==> src/sge_pkg.sv <==
package sge_pkg;

    localparam int WORD_W = 32;
    localparam int CNT_W  = $clog2(WORD_W);

    typedef logic [WORD_W-1:0]        word_t;
    typedef logic signed [WORD_W-1:0] sword_t;
    typedef logic [CNT_W-1:0]         cnt_t;

    typedef enum logic [1:0] {
        ST_IDLE,
        ST_CHECK,
        ST_DIVIDE,
        ST_DONE
    } state_t;

    // handshake between the sequencer and the remainder unit
    typedef struct packed {
        logic  start;
        word_t dividend;
        word_t divisor;
    } rem_req_t;

    typedef struct packed {
        logic  done;
        word_t remainder;
    } rem_rsp_t;

    // magnitude of a two's complement word; the most negative value maps to 2^31
    function automatic word_t magnitude(input sword_t value);
        word_t mag;
        mag = word_t'(value);
        if (value[WORD_W-1])
        begin
            mag = ~mag + word_t'(1);
        end
        return mag;
    endfunction

endpackage

==> src/sge_in_if.sv <==
interface sge_in_if;
    import sge_pkg::*;

    logic   valid;
    logic   ready;
    word_t  tag;
    sword_t operand_a;
    sword_t operand_b;

    modport source (output valid, output tag, output operand_a, output operand_b,
                    input ready);
    modport sink   (input valid, input tag, input operand_a, input operand_b,
                    output ready);
endinterface

==> src/sge_out_if.sv <==
interface sge_out_if;
    import sge_pkg::*;

    logic  valid;
    logic  ready;
    word_t result_tag;
    word_t divisor;

    modport source (output valid, output result_tag, output divisor, input ready);
    modport sink   (input valid, input result_tag, input divisor, output ready);
endinterface

==> src/sge_rem.sv <==
module sge_rem (
    input  logic              clk,
    input  logic              rst_n,
    input  sge_pkg::rem_req_t req,
    output sge_pkg::rem_rsp_t rsp
);
    import sge_pkg::*;

    logic  busy_reg, busy_next;
    logic  done_reg, done_next;
    cnt_t  cnt_reg, cnt_next;
    word_t dvd_reg, dvd_next;
    word_t dsr_reg, dsr_next;
    word_t rem_reg, rem_next;

    logic [WORD_W:0] shifted;
    logic [WORD_W:0] diff;

    // one restoring shift-subtract step per cycle while busy
    always_comb
    begin
        shifted   = {rem_reg, dvd_reg[WORD_W-1]};
        diff      = shifted - {1'b0, dsr_reg};
        busy_next = busy_reg;
        done_next = 1'b0;
        cnt_next  = cnt_reg;
        dvd_next  = dvd_reg;
        dsr_next  = dsr_reg;
        rem_next  = rem_reg;
        if (req.start)
        begin
            busy_next = 1'b1;
            cnt_next  = '0;
            dvd_next  = req.dividend;
            dsr_next  = req.divisor;
            rem_next  = '0;
        end
        else if (busy_reg)
        begin
            dvd_next = {dvd_reg[WORD_W-2:0], 1'b0};
            rem_next = diff[WORD_W] ? shifted[WORD_W-1:0] : diff[WORD_W-1:0];
            cnt_next = cnt_reg + cnt_t'(1);
            if (cnt_reg == cnt_t'(WORD_W - 1))
            begin
                busy_next = 1'b0;
                done_next = 1'b1;
            end
        end
    end

    always_ff @(posedge clk or negedge rst_n)
    begin
        if (!rst_n)
        begin
            busy_reg <= 1'b0;
            done_reg <= 1'b0;
            cnt_reg  <= '0;
        end
        else
        begin
            busy_reg <= busy_next;
            done_reg <= done_next;
            cnt_reg  <= cnt_next;
        end
    end

    always_ff @(posedge clk)
    begin
        dvd_reg <= dvd_next;
        dsr_reg <= dsr_next;
        rem_reg <= rem_next;
    end

    assign rsp.done      = done_reg;
    assign rsp.remainder = rem_reg;

endmodule

==> src/signed_gcd_euclid.sv <==
// channel   | modport | payload                          | transfer when
// ----------+---------+----------------------------------+--------------------
// in_ch     | sink    | tag, operand_a, operand_b        | valid && ready
// out_ch    | source  | result_tag, divisor              | valid && ready
//
// one task at a time: in_ch.ready is high only while idle
// each task runs k remainder steps (at most 44), all served by the single
// shift-subtract remainder unit
// rst_n clears the sequencer and the remainder unit control; no clearing pass
// the result holds in an output register until out_ch.ready; a stall there
// only delays the next in_ch transfer
module signed_gcd_euclid (
    input  logic      clk,
    input  logic      rst_n,
    sge_in_if.sink    in_ch,
    sge_out_if.source out_ch
);
    import sge_pkg::*;

    state_t state_reg, state_next;

    // working pair of the euclid loop and the tag in flight
    word_t larger_reg, larger_next;
    word_t smaller_reg, smaller_next;
    word_t tag_reg, tag_next;

    word_t    mag_a;
    word_t    mag_b;
    rem_req_t rem_req;
    rem_rsp_t rem_rsp;

    sge_rem u_rem (
        .clk   (clk),
        .rst_n (rst_n),
        .req   (rem_req),
        .rsp   (rem_rsp)
    );

    // magnitudes formed on the transfer cycle
    assign mag_a = magnitude(in_ch.operand_a);
    assign mag_b = magnitude(in_ch.operand_b);

    always_comb
    begin
        state_next       = state_reg;
        larger_next      = larger_reg;
        smaller_next     = smaller_reg;
        tag_next         = tag_reg;
        rem_req.start    = 1'b0;
        rem_req.dividend = larger_reg;
        rem_req.divisor  = smaller_reg;
        in_ch.ready      = 1'b0;
        out_ch.valid     = 1'b0;
        unique case (state_reg)
            ST_IDLE:
            begin
                in_ch.ready = 1'b1;
                if (in_ch.valid)
                begin
                    tag_next = in_ch.tag;
                    // order as larger and smaller
                    if (mag_a >= mag_b)
                    begin
                        larger_next  = mag_a;
                        smaller_next = mag_b;
                    end
                    else
                    begin
                        larger_next  = mag_b;
                        smaller_next = mag_a;
                    end
                    state_next = ST_CHECK;
                end
            end
            ST_CHECK:
            begin
                // a zero smaller value ends the loop; covers gcd(x,0) and gcd(0,0)
                if (smaller_reg == '0)
                begin
                    state_next = ST_DONE;
                end
                else
                begin
                    rem_req.start = 1'b1;
                    state_next    = ST_DIVIDE;
                end
            end
            ST_DIVIDE:
            begin
                if (rem_rsp.done)
                begin
                    larger_next  = smaller_reg;
                    smaller_next = rem_rsp.remainder;
                    state_next   = ST_CHECK;
                end
            end
            ST_DONE:
            begin
                out_ch.valid = 1'b1;
                if (out_ch.ready)
                begin
                    state_next = ST_IDLE;
                end
            end
            default:
            begin
                state_next = ST_IDLE;
            end
        endcase
    end

    always_ff @(posedge clk or negedge rst_n)
    begin
        if (!rst_n)
        begin
            state_reg <= ST_IDLE;
        end
        else
        begin
            state_reg <= state_next;
        end
    end

    always_ff @(posedge clk)
    begin
        larger_reg  <= larger_next;
        smaller_reg <= smaller_next;
        tag_reg     <= tag_next;
    end

    assign out_ch.result_tag = tag_reg;
    assign out_ch.divisor    = larger_reg;

endmodule

==> src/flat_wrapper.sv <==
// flat-port wrapper written by rule: the top's interface ports become plain ports
module signed_gcd_euclid_flat import sge_pkg::*;
  (clk, rst_n, in_ch_valid, in_ch_tag, in_ch_operand_a, in_ch_operand_b, in_ch_ready, out_ch_valid, out_ch_result_tag, out_ch_divisor, out_ch_ready);
  sge_in_if in_ch_i ();
  sge_out_if out_ch_i ();
  input  logic clk;
  input  logic rst_n;
  input wire logic [$bits(in_ch_i.valid)-1:0] in_ch_valid;
  input wire logic [$bits(in_ch_i.tag)-1:0] in_ch_tag;
  input wire logic [$bits(in_ch_i.operand_a)-1:0] in_ch_operand_a;
  input wire logic [$bits(in_ch_i.operand_b)-1:0] in_ch_operand_b;
  output wire logic [$bits(in_ch_i.ready)-1:0] in_ch_ready;
  output wire logic [$bits(out_ch_i.valid)-1:0] out_ch_valid;
  output wire logic [$bits(out_ch_i.result_tag)-1:0] out_ch_result_tag;
  output wire logic [$bits(out_ch_i.divisor)-1:0] out_ch_divisor;
  input wire logic [$bits(out_ch_i.ready)-1:0] out_ch_ready;
  assign in_ch_i.valid = in_ch_valid;
  assign in_ch_i.tag = in_ch_tag;
  assign in_ch_i.operand_a = in_ch_operand_a;
  assign in_ch_i.operand_b = in_ch_operand_b;
  assign in_ch_ready = in_ch_i.ready;
  assign out_ch_valid = out_ch_i.valid;
  assign out_ch_result_tag = out_ch_i.result_tag;
  assign out_ch_divisor = out_ch_i.divisor;
  assign out_ch_i.ready = out_ch_ready;
  signed_gcd_euclid u_core (.clk(clk), .rst_n(rst_n), .in_ch(in_ch_i), .out_ch(out_ch_i));
endmodule
==> config.mk <==
export PLATFORM = sky130hd
export DESIGN_NAME = signed_gcd_euclid_flat
export DESIGN_NICKNAME = d
export VERILOG_FILES = /design/src/sge_pkg.sv /design/src/sge_in_if.sv /design/src/sge_out_if.sv /design/src/sge_rem.sv /design/src/signed_gcd_euclid.sv /design/src/flat_wrapper.sv
export SDC_FILE = /design/constraint.sdc
export NUM_CORES = 1
export LEC_CHECK = 0
export BUFFER_PORTS_ARGS = -buffer_cell sky130_fd_sc_hd__buf_2
export CAP_MARGIN = 30
export CORE_UTILIZATION = 25
export DETAILED_ROUTE_END_ITERATION = 7
export PLACE_DENSITY = 0.4
export SYNTH_ARGS = -nofsm -noshare
export SYNTH_HDL_FRONTEND = slang
export SYNTH_SLANG_ARGS = --single-unit
==> constraint.sdc <==
create_clock -name clk -period 5.15 [get_ports clk]
set_input_delay 0.7725 -clock clk [delete_from_list [all_inputs] [get_ports clk]]
set_output_delay 0.7725 -clock clk [all_outputs]
set_load 0.05 [all_outputs]
==> qor.txt <==
==================================================================================
Outcome                                                                  completed
Tightest Hold Check Type                                              primary input to async pin
TritonCTS clock tree                                                         built
Power Total                                                                8.96 mW
Clock slew at reported path FFs                                              60 ps
Placed cell areas                                                        14500 um2
Standard cell with the maximum stage delay on the critical path       sky130_fd_sc_hd__or4_1
Nets in the synthesized netlist                                               1490
Startpoint type of the worst setup path                               primary input
Global-route congestion overflow total                                           0
Post-layout min period                                                     4820 ps
Area of the core region                                                  50200 um2
Vias in the first global route                                                9986
Static leakage power                                                       6.38 nW
Hold Vio Cnt, Final                                                              0
Count of pins on the block boundary                                            166
Reg-to-reg critical path startpoint                                   u_core.u_rem.dvd_reg[31]$_DFFE_PP_
Final estimated routing congestion in global placement                       0.836
Slew Limit Fails                                                                 0
Total vias in the final route                                                10246
Worst path cell trace                                                 buf_2 > nor4_1 > nand3_1 > or3_1 > or4_1 > o21ai_0 > xor2_1 > inv_1 > ha_1 > a21o_1 > a21o_1 > a21oi_1 > o21ai_0 > a21oi_1 > o21ai_4 > buf_12 > mux2_1 > a21oi_1
First-iteration detailed-routing DRC count                                     513
Worst slew margin relative to its limit                                      31.4%
Largest fanout of any net on the critical path                                  28
Setup repair after global routing missed its margin                             no
#FFs+latches synth                                                             201
Antenna violations before repair                                                 1
Post-detailed-route wirelength per cell                                    17.6 um
Remaining number of nets flagged by the antenna check after routing              0
Clock tree sinks                                                               201
Vias per cell                                                                 4.70
Num CTS Buffers                                                                 25
Cell Rows                                                                       82
Width of the chip                                                           227 um
Pin count of the biggest net entering global routing                            82
Area of the die                                                          51700 um2
Internal reg-to-reg setup slack                                             890 ps
Detailed placer's ending HPWL                                              29.0 mm
Filler cells                                                                  5327
Count of input and output buffers                                              165
Area growth from synthesis to layout                                         20.0%
Number of nets in the layout                                                  1659
Final setup skew                                                           21.7 ps
Overall Global Routing Usage                                                 14.5%
Slew at the pin with the worst max-slew slack                              1020 ps
Overall routed net length                                                  38.5 mm
Slowest Stage Delay on Critical Path                                        510 ps
Insertion delay of the later-clocked pin in the worst-skew pair             530 ps
Worst vdd rail ir drop                                                    0.229 mV
Starting density of the core                                                 25.3%
Ratio of cells with drive above 1 in the final layout                        23.3%
Critical Path Sink Type                                                   register
Number of levels in the clock H-tree                                             1
Most common cell type on the critical path                            sky130_fd_sc_hd__a21oi_1
Final critical-path share of the clock period                                93.5%
Type of the worst setup path                                          primary input to register
Die height                                                                  227 um
Number of instances in the synthesized netlist                                1321
CP Data Required Time                                                      5480 ps
Fraction of registers with async set or reset after synthesis                4.48%
Distinct cell type count after synthesis                                        75
# diodes                                                                         0
Remaining design rule violation count                                            0
Yosys warning total                                                              0
Final setup violation count                                                      0
Resize count post-CTS                                                            0
Total non-filler cell area in the finished layout                        15300 um2
R2R depth                                                                       13
First-pass GRT wire length                                                 57.9 mm
Most used flip-flop cell after synthesis                              sky130_fd_sc_hd__edfxtp_1
Router iterations before antenna repair                                          4
Area of the mapped netlist                                               12700 um2
EDFF count, synth                                                              160
Average footprint of a synthesized cell                                   9.62 um2
Fmax                                                                       208 MHz
CTS Buffer Depth                                                                 3
CTS root buffer                                                       sky130_fd_sc_hd__clkbuf_16
Areal power density over the cells                                      588 nW/um2
Post-CTS Setup Inserts                                                           0
Total negative slack for setup checks                                         0 ps
Max Cap Violations                                                               0
Terminus of the critical flop-to-flop path                            u_core.u_rem.rem_reg[19]$_SDFFE_PP0P_
Data arrival time of the worst path                                        5150 ps
Hold buffer count at cts                                                         0
Proportion of synthesized chip area in sequential cells                      44.6%
==================================================================================
## worst max-delay path, delay by kind of cell
kind	cells	cell delay, ps
AOI/OAI and AO/OA	8	1460
xor gates and xnor gates	1	270
adders and majority gates	1	310
buffers and inverters	3	380
muxes	1	320
and+or+nand+nor	4	1610
## per-layer routing
| metal | GRT usage (%) | vias to the layer above | wire length [um] |
|---|---|---|---|
| li1 | - | 5064 | - |
| met2 | 24.9 | 229 | 18500 |
| met4 | 4.03 | 2 | 1060 |
| met1 | 18.8 | 4889 | 17300 |
| met3 | 2.26 | 62 | 1620 |
| met5 | 0 | - | 11 |
## power breakdown
part,switching (mW),total (mW),leakage [nW],internal (mW)
Clock,0.716,1.70,0.384,0.988
Sequential,0.367,2.89,1.88,2.52
Combinational,2.81,4.37,4.11,1.57
## cells in the final DEF, fill, tap and decap left out, types with 5 or more instances in the layout
cell and instances:
sky130_fd_sc_hd__o21a_1 5, sky130_fd_sc_hd__a31oi_1 28, sky130_fd_sc_hd__edfxtp_1 160, sky130_fd_sc_hd__xnor2_1 18
sky130_fd_sc_hd__inv_1 83, sky130_fd_sc_hd__o31ai_1 16, sky130_fd_sc_hd__mux2i_1 10, sky130_fd_sc_hd__dfxtp_1 32
sky130_fd_sc_hd__ha_1 68, sky130_fd_sc_hd__or3_1 8, sky130_fd_sc_hd__and3_1 7, sky130_fd_sc_hd__nand2_1 184
sky130_fd_sc_hd__buf_4 67, sky130_fd_sc_hd__nand3_1 20, sky130_fd_sc_hd__or4_1 9, sky130_fd_sc_hd__a21o_1 22
sky130_fd_sc_hd__a311oi_1 8, sky130_fd_sc_hd__xor2_1 62, sky130_fd_sc_hd__and2_1 6, sky130_fd_sc_hd__clkbuf_16 26
sky130_fd_sc_hd__o41ai_1 10, sky130_fd_sc_hd__o21ai_0 67, sky130_fd_sc_hd__nor4_1 13, sky130_fd_sc_hd__a21oi_1 107
sky130_fd_sc_hd__o211ai_1 6, sky130_fd_sc_hd__nor2_1 108, sky130_fd_sc_hd__nor3_1 6, sky130_fd_sc_hd__nand4_1 15
sky130_fd_sc_hd__buf_2 165, sky130_fd_sc_hd__clkinv_2 6, sky130_fd_sc_hd__clkbuf_1 6, sky130_fd_sc_hd__mux2_2 51
sky130_fd_sc_hd__nand2b_1 9, sky130_fd_sc_hd__o21ai_1 5, sky130_fd_sc_hd__dfrtp_1 8, sky130_fd_sc_hd__mux2_1 10
## worst max path at each step
| stage | from | to | slack, ps | cells after the start |
|---|---|---|---|---|
| final | in_ch_operand_a[8] | u_core.out_ch.divisor[25]$_DFFE_PP_ | 330 | 18 |
| after global routing | in_ch_operand_a[8] | u_core.out_ch.divisor[25]$_DFFE_PP_ | 110 | 18 |
| after detailed placement | in_ch_operand_a[4] | u_core.out_ch.divisor[25]$_DFFE_PP_ | -190 | 18 |
| after floorplan | in_ch_operand_b[22] | u_core.smaller_reg[25]$_DFFE_PP_ | 350 | 14 |
| after global placement | in_ch_operand_a[4] | u_core.out_ch.divisor[25]$_DFFE_PP_ | -100 | 18 |
| after CTS | in_ch_operand_a[8] | u_core.out_ch.divisor[25]$_DFFE_PP_ | 350 | 18 |
## cell type report
class                      count  area (um2)  area share (%)
clock buffer                  33         687            4.50
clock inverter                12        90.1           0.591
inverter                      85         319            2.09
multi-input combinational    944        6290            41.3
sequential                   201        5670            37.2
tap                          672         841            5.51
timing repair buffer         233        1350            8.84
## stage by stage
step	std cells	setup slack, ps	hold slack (ps)	utilization, %
after CTS	2180	346	76.1	30.4
final	2180	333	90.5	30.4
after global placement	2135	-104	478	28.9
after detailed placement	2135	-186	472	28.9
after global routing	2180	110	89.2	30.4
after floorplan	1321	348	451	-
## logic make-up after synthesis
| kind of cell | share of synthesized area (%) |
|---|---|
| AO/OA/AOI/OAI | 14.9 |
| XOR/XNOR | 5.91 |
| adder cells (fa/ha/maj) | 6.85 |
| buffers and inverters | 6.18 |
| flip-flops | 44.6 |
| multiplexers | 6.19 |
| AND/OR/NAND/NOR | 15.3 |
## synthesized netlist by cell type (8+ instances only)
library cell	number	area share (%)
sky130_fd_sc_hd__a21o_1	22	1.3
sky130_fd_sc_hd__a21oi_1	107	4.2
sky130_fd_sc_hd__a311oi_1	8	0.55
sky130_fd_sc_hd__a31oi_1	28	1.4
sky130_fd_sc_hd__buf_4	32	1.9
sky130_fd_sc_hd__clkbuf_1	49	1.4
sky130_fd_sc_hd__dfrtp_1	9	1.8
sky130_fd_sc_hd__dfxtp_1	32	5.0
sky130_fd_sc_hd__edfxtp_1	160	38
sky130_fd_sc_hd__ha_1	68	6.7
sky130_fd_sc_hd__inv_1	83	2.5
sky130_fd_sc_hd__mux2_1	10	0.89
sky130_fd_sc_hd__mux2_2	51	4.5
sky130_fd_sc_hd__mux2i_1	10	0.79
sky130_fd_sc_hd__nand2_1	184	5.4
sky130_fd_sc_hd__nand2b_1	10	0.49
sky130_fd_sc_hd__nand3_1	20	0.79
sky130_fd_sc_hd__nand4_1	15	0.74
sky130_fd_sc_hd__nor2_1	108	3.2
sky130_fd_sc_hd__nor4_1	13	0.64
sky130_fd_sc_hd__o21ai_0	67	2.6
sky130_fd_sc_hd__o31ai_1	16	0.95
sky130_fd_sc_hd__o41ai_1	10	0.69
sky130_fd_sc_hd__or3_1	8	0.39
sky130_fd_sc_hd__or4_1	9	0.53
sky130_fd_sc_hd__xnor2_1	19	1.3
sky130_fd_sc_hd__xor2_1	63	4.3
Note: power is estimated with default switching activity, not from simulation.
